===== src/rtl/depth_sorted_display_table_defines.svh =====
// Assertion macros for the depth-sorted display table.
`ifndef DEPTH_SORTED_DISPLAY_TABLE_DEFINES_SVH
`define DEPTH_SORTED_DISPLAY_TABLE_DEFINES_SVH

`ifndef SYNTHESIS
// Checked with reset masked.
`define DSDT_ASSERT(label, prop, msg) \
  label: assert property (@(posedge clk_i) disable iff (!rst_ni) prop) else $error(msg);
// Checked at every edge, also in reset.
`define DSDT_ASSERT_ALWAYS(label, prop, msg) \
  label: assert property (@(posedge clk_i) prop) else $error(msg);
`else
`define DSDT_ASSERT(label, prop, msg)
`define DSDT_ASSERT_ALWAYS(label, prop, msg)
`endif

`endif


===== src/rtl/dsdt_pkg.sv =====
// Shared types and codes of the depth-sorted display table.
package dsdt_pkg;

  localparam int unsigned DATA_W = 16;

  typedef enum logic [1:0] {
    REQ_PLACE  = 2'd0,
    REQ_REMOVE = 2'd1,
    REQ_LIST   = 2'd2,
    REQ_NONE   = 2'd3
  } req_e;

  typedef enum logic [2:0] {
    STAT_INSERTED = 3'd0,
    STAT_REPLACED = 3'd1,
    STAT_NOOBJ    = 3'd2,
    STAT_FULL     = 3'd3,
    STAT_REMOVED  = 3'd4,
    STAT_NOTFOUND = 3'd5,
    STAT_ENTRY    = 3'd6,
    STAT_EMPTY    = 3'd7
  } status_e;

  typedef enum logic [1:0] {
    ST_IDLE = 2'd0,
    ST_EXEC = 2'd1,
    ST_LIST = 2'd2
  } state_e;

  typedef enum logic [2:0] {
    CELL_HOLD    = 3'd0,
    CELL_PROBE   = 3'd1,
    CELL_INSERT  = 3'd2,
    CELL_REPLACE = 3'd3,
    CELL_REMOVE  = 3'd4,
    CELL_ROTATE  = 3'd5
  } cell_op_e;

  typedef struct packed {
    logic [DATA_W-1:0] depth;
    logic [DATA_W-1:0] char_h;
    logic [DATA_W-1:0] matrix_h;
    logic [DATA_W-1:0] cxform_h;
  } entry_t;

  typedef struct packed {
    cell_op_e op;
    entry_t   entry;
  } cell_cmd_t;

  typedef struct packed {
    logic occupied;
    logic at_count;
    logic at_last;
  } cell_pos_t;

endpackage


===== src/rtl/dsdt_cell.sv =====
// One slot of the sorted table: holds an entry and shifts with its neighbors.
module dsdt_cell (
  input  logic               clk_i,
  input  dsdt_pkg::cell_cmd_t cmd_i,
  input  dsdt_pkg::cell_pos_t pos_i,
  input  dsdt_pkg::entry_t   left_entry_i,
  input  logic               left_gt_i,
  input  dsdt_pkg::entry_t   right_entry_i,
  input  dsdt_pkg::entry_t   wrap_entry_i,
  output dsdt_pkg::entry_t   entry_o,
  output logic               match_o,
  output logic               gt_o
);

  dsdt_pkg::entry_t entry_q, entry_d;
  logic             match_q, match_d;
  logic             ge_q, ge_d;

  always_comb begin
    entry_d = entry_q;
    match_d = match_q;
    ge_d    = ge_q;
    case (cmd_i.op)
      dsdt_pkg::CELL_PROBE: begin
        match_d = pos_i.occupied && (entry_q.depth == cmd_i.entry.depth);
        ge_d    = pos_i.occupied && (entry_q.depth >= cmd_i.entry.depth);
      end
      dsdt_pkg::CELL_INSERT: begin
        // the run of deeper entries moves one slot right; the new one lands at its head
        if (left_gt_i) begin
          entry_d = left_entry_i;
        end else if (gt_o || pos_i.at_count) begin
          entry_d = cmd_i.entry;
        end
      end
      dsdt_pkg::CELL_REPLACE: begin
        if (match_q) begin
          entry_d = cmd_i.entry;
        end
      end
      dsdt_pkg::CELL_REMOVE: begin
        if (ge_q) begin
          entry_d = right_entry_i;
        end
      end
      dsdt_pkg::CELL_ROTATE: begin
        entry_d = pos_i.at_last ? wrap_entry_i : right_entry_i;
      end
      default: begin
      end
    endcase
  end

  always_ff @(posedge clk_i) begin
    entry_q <= entry_d;
    match_q <= match_d;
    ge_q    <= ge_d;
  end

  assign entry_o = entry_q;
  assign match_o = match_q;
  assign gt_o    = ge_q && !match_q;

endmodule


===== config.mk =====
export PLATFORM = sky130hd
export DESIGN_NAME = dsdt_cell
export DESIGN_NICKNAME = d
export VERILOG_FILES = /design/src/rtl/depth_sorted_display_table_defines.svh /design/src/rtl/dsdt_pkg.sv /design/src/rtl/dsdt_cell.sv
export SDC_FILE = /design/constraint.sdc
export NUM_CORES = 1
export LEC_CHECK = 0
export ABC_AREA = 0
export BUFFER_PORTS_ARGS = -buffer_cell sky130_fd_sc_hd__buf_4
export CAP_MARGIN = 15
export CORE_AREA = 2 2 126 128
export CTS_CLUSTER_SIZE = 14
export DETAILED_ROUTE_END_ITERATION = 12
export DIE_AREA = 0 0 128 130
export SLEW_MARGIN = 40
export SYNTH_ARGS = -nofsm -noshare
export SYNTH_HDL_FRONTEND = slang
export SYNTH_SLANG_ARGS = --single-unit

===== constraint.sdc =====
create_clock -name clk_i -period 13.52 [get_ports clk_i]
set_input_delay 2.704 -clock clk_i [delete_from_list [all_inputs] [get_ports clk_i]]
set_output_delay 2.704 -clock clk_i [all_outputs]
set_load 0.01 [all_outputs]

# After elaboration in Yosys (flattened, before gate mapping)
# Cells that the tools add are included.
[classes]
addsub = 0
n_bitwise = 0
eq_ne = 9
mul = 0
n_reduce_logical = 7
shift = 0
n_lt_le_gt_ge = 1
div = 0
muxes = 6
[op_table]
columns = ["op", "count"]
rows = [
  ["$mux W64", 5],
  ["$pmux W64 S4", 1],
  ["$eq A16 B16 Y1", 1],
  ["$ge A16 B16 Y1", 1],
  ["$eq A3 B2 Y1 const B", 2],
  ["$eq A3 B3 Y1 const B", 2],
  ["$ne A2 B2 Y1 const B", 2],
  ["$reduce_and A4 Y1", 1],
  ["$reduce_bool A4 Y1", 1],
  ["$eq A3 B1 Y1 const B", 1],
  ["$logic_and A1 B1 Y1", 3],
  ["$ne A3 B3 Y1 const B", 1],
  ["$logic_not A1 Y1", 1],
  ["$logic_or A1 B1 Y1", 1],
]
[word_totals]
rom_bits = 0
out_inout_bits = 66
mem_bits_rw = 0
elab_cells = 29
latchBits = 0
reg_bits = 66
n_memories = 0

# Logic depth before layout (Yosys ltp)
# Gate-level depths: netlist of run 1.
[depth]
ltp_word = 6
ltp_mapped = 7
depth_no_buf = 7

# Least setup slack after synthesis of run 1
# No wires, ideal clock.
[synth_timing]
kind = "input port to flip-flop"
start = "input port cmd_i[65] in the netlist's numbering"
end = "register entry_q, in the netlist entry_o[0] (enable)"
arrival_time_ns = 6.228
path_slack_ns = 6.783
path_buffers = 1
cell_stages = 3
cell_sequence = "nand2b_1 clkbuf_1 o22ai_1"
[synth_between]
elab_chain_len = 3
elab_cells_between_ends = 9
[synth_lines]
columns = ["element", "line_no", "rtl"]
rows = [
  ["start: declaration", "dsdt_cell.sv:4", "input dsdt_pkg::cell_cmd_t cmd_i,"],
  ["$eq A3 B2 Y1 or $eq A3 B3 Y1 (tied branches)", "dsdt_cell.sv:23", "case (cmd_i.op)"],
  ["$ne A3 B3 Y1 (no line) (tied with other cells)", "--", ""],
  ["$reduce_and A4 Y1 (no line) (*)", "--", ""],
  ["end signal: assignment", "dsdt_cell.sv:55", "entry_q <= entry_d;"],
  ["end: declaration", "dsdt_cell.sv:15", "dsdt_pkg::entry_t entry_q, entry_d;"],
]
# Every way passes the cells marked *; elsewhere a longest branch is shown, timed or not.
# A chain may end at the register's enable or synchronous reset.

==> results.txt, run 1 <==
Antenna Nets Post-Route: 0
Netlist cell types: 28
I/O Buffers: 329
# H-tree levels: 3
Max Cap Viol: 0
GRT Total Usage: 18.5%
critical path required time: 13720 ps
largest family of logic cells by synthesized area: compound AO/OA/AOI/OAI gates
antenna fix cells: 0
status: finished, final reports clean
Placeable Area: 0.0154 mm^2
crit path max fanout: 66
Post-Synth Adder-Cell Area: 4.94%
wl on met1: 6.53 mm
postcts setup bufs: 0
crit path DAT: 4720 ps
P&R area growth vs syn: 72.4%
Die X: 128 um
WL met2: 8.38 mm
EDFF count, synth: 66
Root Buffer: clkbuf_16
highest layer used for signal routing: met4
ratio of cells with drive above 1 in the final layout: 47.7%
Crit. End Element: register
vias: 4700
cts bufs inserted: 9
Worst-path clk slew: 60 ps
worst-skew pair later-pin latency: 330 ps
Synth Instances: 429
synthesized flop and latch total: 66
compound-cell area share of the yosys netlist: 25.4%
1st-pass router iterations: 6
Fmax: 221 MHz
Leak: 0.00325 uW
GR Overflow Total: 0
final HPWL from detailed placement: 12.2 mm
Syn Area/Cell: 9.44 um^2
skew final: 4.21 ps
first-pass GRT wire length: 24.0 mm
portion of netlist area occupied by mux cells: 0%
power density over cell area: 93.6 mW/mm^2
# nets final: 1022
fill count: 1499
CP Class: in -> reg
area leader, netlist: edfxtp_1
Resize count post-CTS: 0
drt wl/cell: 17.6 um
final hold vios: 0
RSZ-0062 raised after global routing: false
Worst-Margin Slew: 758 ps
clock buffer depth: 2
Max-slew headroom: 49.4%
Post-Synth Simple-Gate Area: 15.9%
Syn. warnings: 0
Starting DRT DRC Count: 168
most area-consuming cells after synthesis: edfxtp_1, a221o_1, nand2_1
vias in the first global route: 4694
hold crit path type: reg -> reg
total power: 654 uW
DR DRC count: 0
xor/xnor cell area share of the yosys netlist: 0%
height of the chip: 130 um
Pins Over Slew Limit: 0
CTS tree: yes
clock sinks: 66
area post-placement: 0.00670 mm^2
Total Wirelength: 16.5 mm
TNS Setup: 0 ps
Vias per Instance: 5.01
Core Rows: 46
final setup fails: 0
ys flop type: edfxtp_1
net count after synthesis: 709
Post-Syn Area: 0.00405 mm^2
Synth async-reset ratio: 0%
Seq/Total Area, Yosys: 48.9%
WL met3: 1.24 mm
CTS Hold Bufs: 0
Final GP Congestion: 0.836
initial antenna violation count: 0
Tcrit/Tclk final: 33.4%
number of I/O pins: 330
post-route minimum period: 4520 ps
peak supply drop: 0.0502 mV
largest net degree at the start of global routing: 67
crit start category: input pin
post-route cell area: 0.00699 mm^2
Initial Utilization: 26.3%
Die Area: 0.0166 mm^2
post-synth top area share: 48.9%
-- kinds of logic (layout without fill, tap and decap cells) --
kind of cell               count (synthesis)  after routing
and+or+nand+nor                          159            159
AOI/OAI and AO/OA                        139            139
adders and majority gates                 16             16
buffers and inverters                     49            367
DFF                                       66             66
-- cell type report --
| type | count | area, um^2 | area share (%) |
|---|---|---|---|
| clock buffer | 9 | 225 | 3.22 |
| clock inverter | 7 | 60.1 | 0.860 |
| inverter | 16 | 60.1 | 0.860 |
| multi-input combinational | 314 | 1900 | 27.2 |
| sequential | 66 | 1980 | 28.4 |
| tap | 192 | 240 | 3.44 |
| timing repair buffer | 335 | 2520 | 36.1 |
-- cell usage in the layout, fill, tap and decap left out, drive strengths merged, types with 2 or more instances in the layout --
master,Yosys,layout
a21oi,68,68
nor2,3,3
ha,16,16
nand2b,3,3
nand4,2,2
o21ai,2,2
clkbuf,18,9
a221o,64,64
inv,16,16
edfxtp,66,66
nand2,137,137
clkinv,0,5
nor3,3,3
buf,15,335
nand3,3,3
-- worst max-delay path: stages --
cell	delay [ps]
buf_4	100
nand2b_2	150
buf_4	590
and3_2	280
buf_4	590
a221o_1	270
-- power breakdown --
group	total [uW]	internal, uW	switching (uW)
combinational	170	96.1	73.6
clock	230	140	89.7
sequential	254	248	5.86
-- per-layer routing --
| metal | vias up | track usage, % |
|---|---|---|
| met1 | 2198 | 21.0 |
| met5 | - | 0 |
| met4 | 0 | 7.95 |
| met2 | 233 | 33.4 |
| met3 | 26 | 4.39 |
| li1 | 2243 | - |
-- state kept, by name, summed over array words and instances, names as in the netlist --
register,count
entry_o,64
ge_q,1
match_o,1
-- cell usage after synthesis (2+ instances only) --
master and n:
nor3_1 3, nand3_1 3, nand4_1 2, a21oi_1 68, buf_2 8, o21ai_0 2
clkbuf_1 18, nand2b_1 3, a221o_1 64, edfxtp_1 66, inv_1 16, buf_1 7
ha_1 16, nand2_1 137, nor2_1 3
-- per-stage QoR --
stage,setup WS (ps),util [%],hold WS [ps],cells
floorplan,6780,-,815,429
global placement,8730,43.4,845,923
detailed placement,8700,43.4,864,923
CTS,9040,45.3,878,939
global route,8890,45.3,906,939
finish,9000,45.3,857,939
-- worst paths after layout --
check	start	to	slack (ps)	cells after the start
worst min-delay path	entry_o[63]	ge_q	860	3
worst min register to register	entry_o[63]	ge_q	860	3
worst max register to register	entry_o[58]	ge_q	11290	6
worst max-delay path	cmd_i[65]	entry_o[44]	9000	6
No activity file was read; power rests on OpenSTA's default activity.
==> inputs of run 2 (changes only) <==
- ABC_AREA: 0 -> 1
- CORE_AREA: 2 2 126 128 -> 2 2 128 130
- DIE_AREA: 0 0 128 130 -> 0 0 130 132
- PLACE_DENSITY: not set -> 0.7
- clock period: 13.52 -> 3.9 ns (I/O delays scaled with it)
==> results.txt, run 2 <==
status: finished, final reports clean
CP Class: in -> reg
Fmax: 380 MHz
GR met2 Demand/Resource: 43.9%
most frequent cells in the layout: nand2_1, buf_4, o21ai_0, edfxtp_1, inv_1
Worst-Margin Slew: 763 ps
met1 usage: 27.9%
skew final: 6.72 ps
most common cell in the netlist: nand2_1
post-route minimum period: 2630 ps
GRT Total Usage: 24.9%
EDFF count, synth: 66
P_int: 1720 uW
Max Cap Viol: 0
ys flop type: edfxtp_1
Resize count post-CTS: 0
height of the chip: 132 um
Layout Utilization: 53.4%
P&R area growth vs syn: 51.5%
power density over cell area: 288 mW/mm^2
Tcrit/Tclk final: 67.5%
CTS tree: yes
Crit. End Element: register
Leak: 0.00422 uW
Max-slew headroom: 49.2%
Post-Syn Area: 0.00553 mm^2
crit start category: input pin
commonest cells in the netlist: nand2_1, edfxtp_1, o21ai_0
Vias per Instance: 4.98
Netlist cell types: 27
clock buffer depth: 2
clock sinks: 66
1st-pass router iterations: 6
GR Overflow Total: 0
power share of the sequential group: 37.1%
initial antenna violation count: 2
TNS Setup: 0 ps
most area-consuming cells after synthesis: edfxtp_1, nand2_1, o21ai_0
total power: 2420 uW
# H-tree levels: 3
GR Util met3: 5.56%
Total Wirelength: 21.9 mm
first-pass GRT wire length: 33.4 mm
Sw Ratio: 29.0%
worst-skew pair later-pin latency: 330 ps
final hold vios: 0
crit path max fanout: 54
GR peak layer: met2
post-synth top area share: 35.8%
I/O Buffers: 329
max reg flops: 64
area leader, netlist: edfxtp_1
Worst-path clk slew: 60 ps
Antenna Nets Post-Route: 0
Starting DRT DRC Count: 337
drt wl/cell: 16.0 um
Synth async-reset ratio: 0%
WHS Path Cells: 3
largest net degree at the start of global routing: 75
DR DRC count: 0
Gate power share: 30.4%
final setup fails: 0
net count after synthesis: 1134
cts bufs inserted: 9
CTS Hold Bufs: 0
Die Area: 0.0172 mm^2
synthesized flop and latch total: 66
Pins Over Slew Limit: 0
ratio of cells with drive above 1 in the final layout: 31.1%
P_sw: 701 uW
Syn Area/Cell: 6.48 um^2
R2R cell count: 5
final HPWL from detailed placement: 15.9 mm
critical path required time: 4060 ps
Placeable Area: 0.0157 mm^2
number of I/O pins: 330
Synth Instances: 854
most common cell after layout, fill and taps aside: nand2_1
Die X: 130 um
vias in the first global route: 6748
antenna fix cells: 0
Final WS setup: 1270 ps
Final GP Congestion: 0.889
postcts setup bufs: 0
Syn. warnings: 0
Initial Utilization: 35.2%
crit path DAT: 2790 ps
Clk pwr share: 32.5%
vias: 6828
Core Rows: 46
pre-CTS setup slack: 959 ps
Hold WS: 755 ps
RSZ-0062 raised after global routing: false
# nets final: 1432
hold crit path type: in -> reg
peak supply drop: 0.236 mV
Root Buffer: clkbuf_16
Seq/Total Area, Yosys: 35.8%
run 2: area by class of cell:
type,instances,area (um^2)
tap,216,270
inverter,70,267
fill,1572,7330
timing repair buffer,338,2540
clock buffer,10,229
sequential,66,1980
multi-input combinational,667,3050
clock inverter,5,46.3
run 2: through the flow:
step / cells / cell area, um^2
final: 1372 / 8380
after global routing: 1372 / 8380
after CTS: 1372 / 8380
after detailed placement: 1357 / 8110
after global placement: 1356 / 8090
after floorplan: 854 / 5540
run 2: cell families after synthesis:
logic type	after synthesis	share of synthesized area, %
compound gates	145	15.8
fa+ha+maj	16	3.62
buf+inv	121	9.27
flops	66	35.8
simple gates	506	35.5
run 2: power groups by stage:
stage | sequential [uW] | clock [uW] | combinational [uW]
CTS | 899 | 803 | 739
finish | 898 | 786 | 735
floorplan | 943 | 0 | 300
detailed placement | 913 | 0 | 736
global placement | 911 | 0 | 724
global route | 904 | 827 | 816
run 2: final timing paths:
check / from / to / slack [ps]
max: cmd_i[66] / entry_o[3] / 1270
min: cmd_i[17] / entry_o[17] / 750
max reg2reg: match_o / entry_o[56] / 1700
min reg2reg: entry_o[56] / match_o / 990
run 2: worst max-delay path, stage by stage:
cell	delay [ps]
buf_4	80
inv_1	80
nand3_4	70
buf_4	520
nand2_2	380
inv_4	560
nand2_1	140
o2111ai_1	110
run 2: routing by layer:
metal	vias to the layer above	part of all wire, %
met5	-	0.13
met4	4	3.8
met3	55	8.3
met2	328	50
met1	3055	38
li1	3386	-
==> inputs of run 3 (changes only) <==
- PLACE_DENSITY: 0.7 -> 0.67
- clock period: 3.9 -> 2.5 ns (I/O delays scaled with it)
==> results.txt, run 3 (synthesis gave the netlist of run 2 again) <==
skew final: 3.78 ps
wl on met1: 8.63 mm
drt wl/cell: 16.0 um
Antenna Nets Post-Route: 0
most common cell after layout, fill and taps aside: nand2_1
Vias per Instance: 4.94
final hold vios: 0
CP Class: in -> reg
Crit. End Element: register
initial antenna violation count: 0
Max-slew headroom: 60.3%
DR DRC count: 0
RSZ-0062 raised after global routing: false
largest net degree at the start of global routing: 54
Worst-path clk slew: 60 ps
clock sinks: 66
CTS Hold Bufs: 0
crit path max fanout: 35
cts bufs inserted: 9
Core Rows: 46
vias in the first global route: 6570
number of I/O pins: 330
WL met2: 10.7 mm
P&R area growth vs syn: 52.3%
status: finished, final reports clean
Resize count post-CTS: 0
vias: 6807
WL met3: 1.92 mm
highest layer used for signal routing: met4
power density over cell area: 440 mW/mm^2
max reg flops: 64
Starting DRT DRC Count: 367
TNS Setup: 0 ps
Die Area: 0.0172 mm^2
first-pass GRT wire length: 34.0 mm
antenna fix cells: 0
R2R cell count: 5
most frequent cells in the layout: nand2_1, buf_4, o21ai_0, edfxtp_1, inv_1
clock buffer depth: 2
postcts setup bufs: 0
GR Overflow Total: 0
Leak: 0.00424 uW
Pins Over Slew Limit: 0
I/O Buffers: 329
Initial Utilization: 35.2%
# H-tree levels: 3
height of the chip: 132 um
end of the critical path: entry_o[13]
Non-Filler Instances: 1379
crit path DAT: 2120 ps
Root Buffer: clkbuf_16
Worst-Margin Slew: 594 ps
crit start category: input pin
1st-pass router iterations: 5
Placeable Area: 0.0157 mm^2
worst-skew pair later-pin latency: 340 ps
Max Cap Viol: 0
peak supply drop: 0.288 mV
final setup fails: 0
FF-to-FF setup slack: 790 ps
post-route minimum period: 1960 ps
Reg-to-Reg End: entry_o[1]
Die X: 130 um
FF-to-FF Start: match_o
ratio of cells with drive above 1 in the final layout: 31.5%
Total Wirelength: 22.1 mm
crit path from: cmd_i[66]
Fmax: 511 MHz
fill count: 1614
CTS tree: yes
final HPWL from detailed placement: 16.3 mm
DP Cell Count: 1363
# nets final: 1438
Tcrit/Tclk final: 78.3%
GRT Total Usage: 25.3%
Final GP Congestion: 0.854
hold crit path type: in -> reg
critical path required time: 2660 ps
[run 3: cell types whose count changed in the layout (fill, tap and decap cells not counted), sizes merged]
cell and change:
buf +6, bufinv -1, clkbuf +1, inv +1
[run 3: routing by layer]
layer / up-vias / track usage, %
li1: 3401 / -
met1: 3025 / 29.8
met2: 329 / 43.1
met3: 52 / 6.09
met4: 0 / 11.3
met5: - / 0
[run 3: area by class of cell]
class                   instances  area (um^2)  area share, %
inverters                      70          265           3.15
clock buffers                  11          233           2.76
multi-input cells             667         3050           36.2
well taps                     216          270           3.21
flip-flops and latches         66         1980           23.5
clock inverters                 5         21.3          0.252
repair buffers                344         2610           31.0
[run 3: power breakdown]
group          internal [uW]  leakage [uW]  switching [uW]
registers               1360      0.000640            38.9
logic                    570       0.00348             587
clock network            659      0.000126             491
total                   2590       0.00424            1120
[run 3: worst min path at each step]
| stage | start | end | slack [ps] | cells past startpoint |
|---|---|---|---|---|
| finish | right_entry_i[17] | entry_o[17] | 470 | 3 |
| floorplan | right_entry_i[17] | entry_o[17] | 710 | 2 |
| global route | right_entry_i[35] | entry_o[35] | 470 | 3 |
| CTS | right_entry_i[17] | entry_o[17] | 460 | 3 |
| detailed placement | right_entry_i[17] | entry_o[17] | 810 | 3 |
| global placement | right_entry_i[4] | entry_o[4] | 810 | 3 |
[run 3: critical path, stage by stage]
cell	delay [ps]
buf_4	80
inv_1	80
nor2_2	140
nand2_1	100
inv_2	440
buf_4	500
nand2_1	90
o2111ai_1	140
[run 3: stage by stage]
| step | hold WS (ps) | worst slack, ps | utilization, % | power, uW | instance area, um^2 |
|---|---|---|---|---|---|
| 6_report | 468 | 542 | 53.6 | 3710 | 8420 |
| 5_1_grt | 473 | 386 | 53.6 | 3900 | 8420 |
| 4_1_cts | 456 | 543 | 53.6 | 3730 | 8420 |
| 3_5_place_dp | 810 | 200 | 52.0 | 2580 | 8170 |
| 3_3_place_gp | 806 | 287 | 52.0 | 2570 | 8170 |
| 2_1_floorplan | 709 | 6.77 | - | 1940 | 5540 |
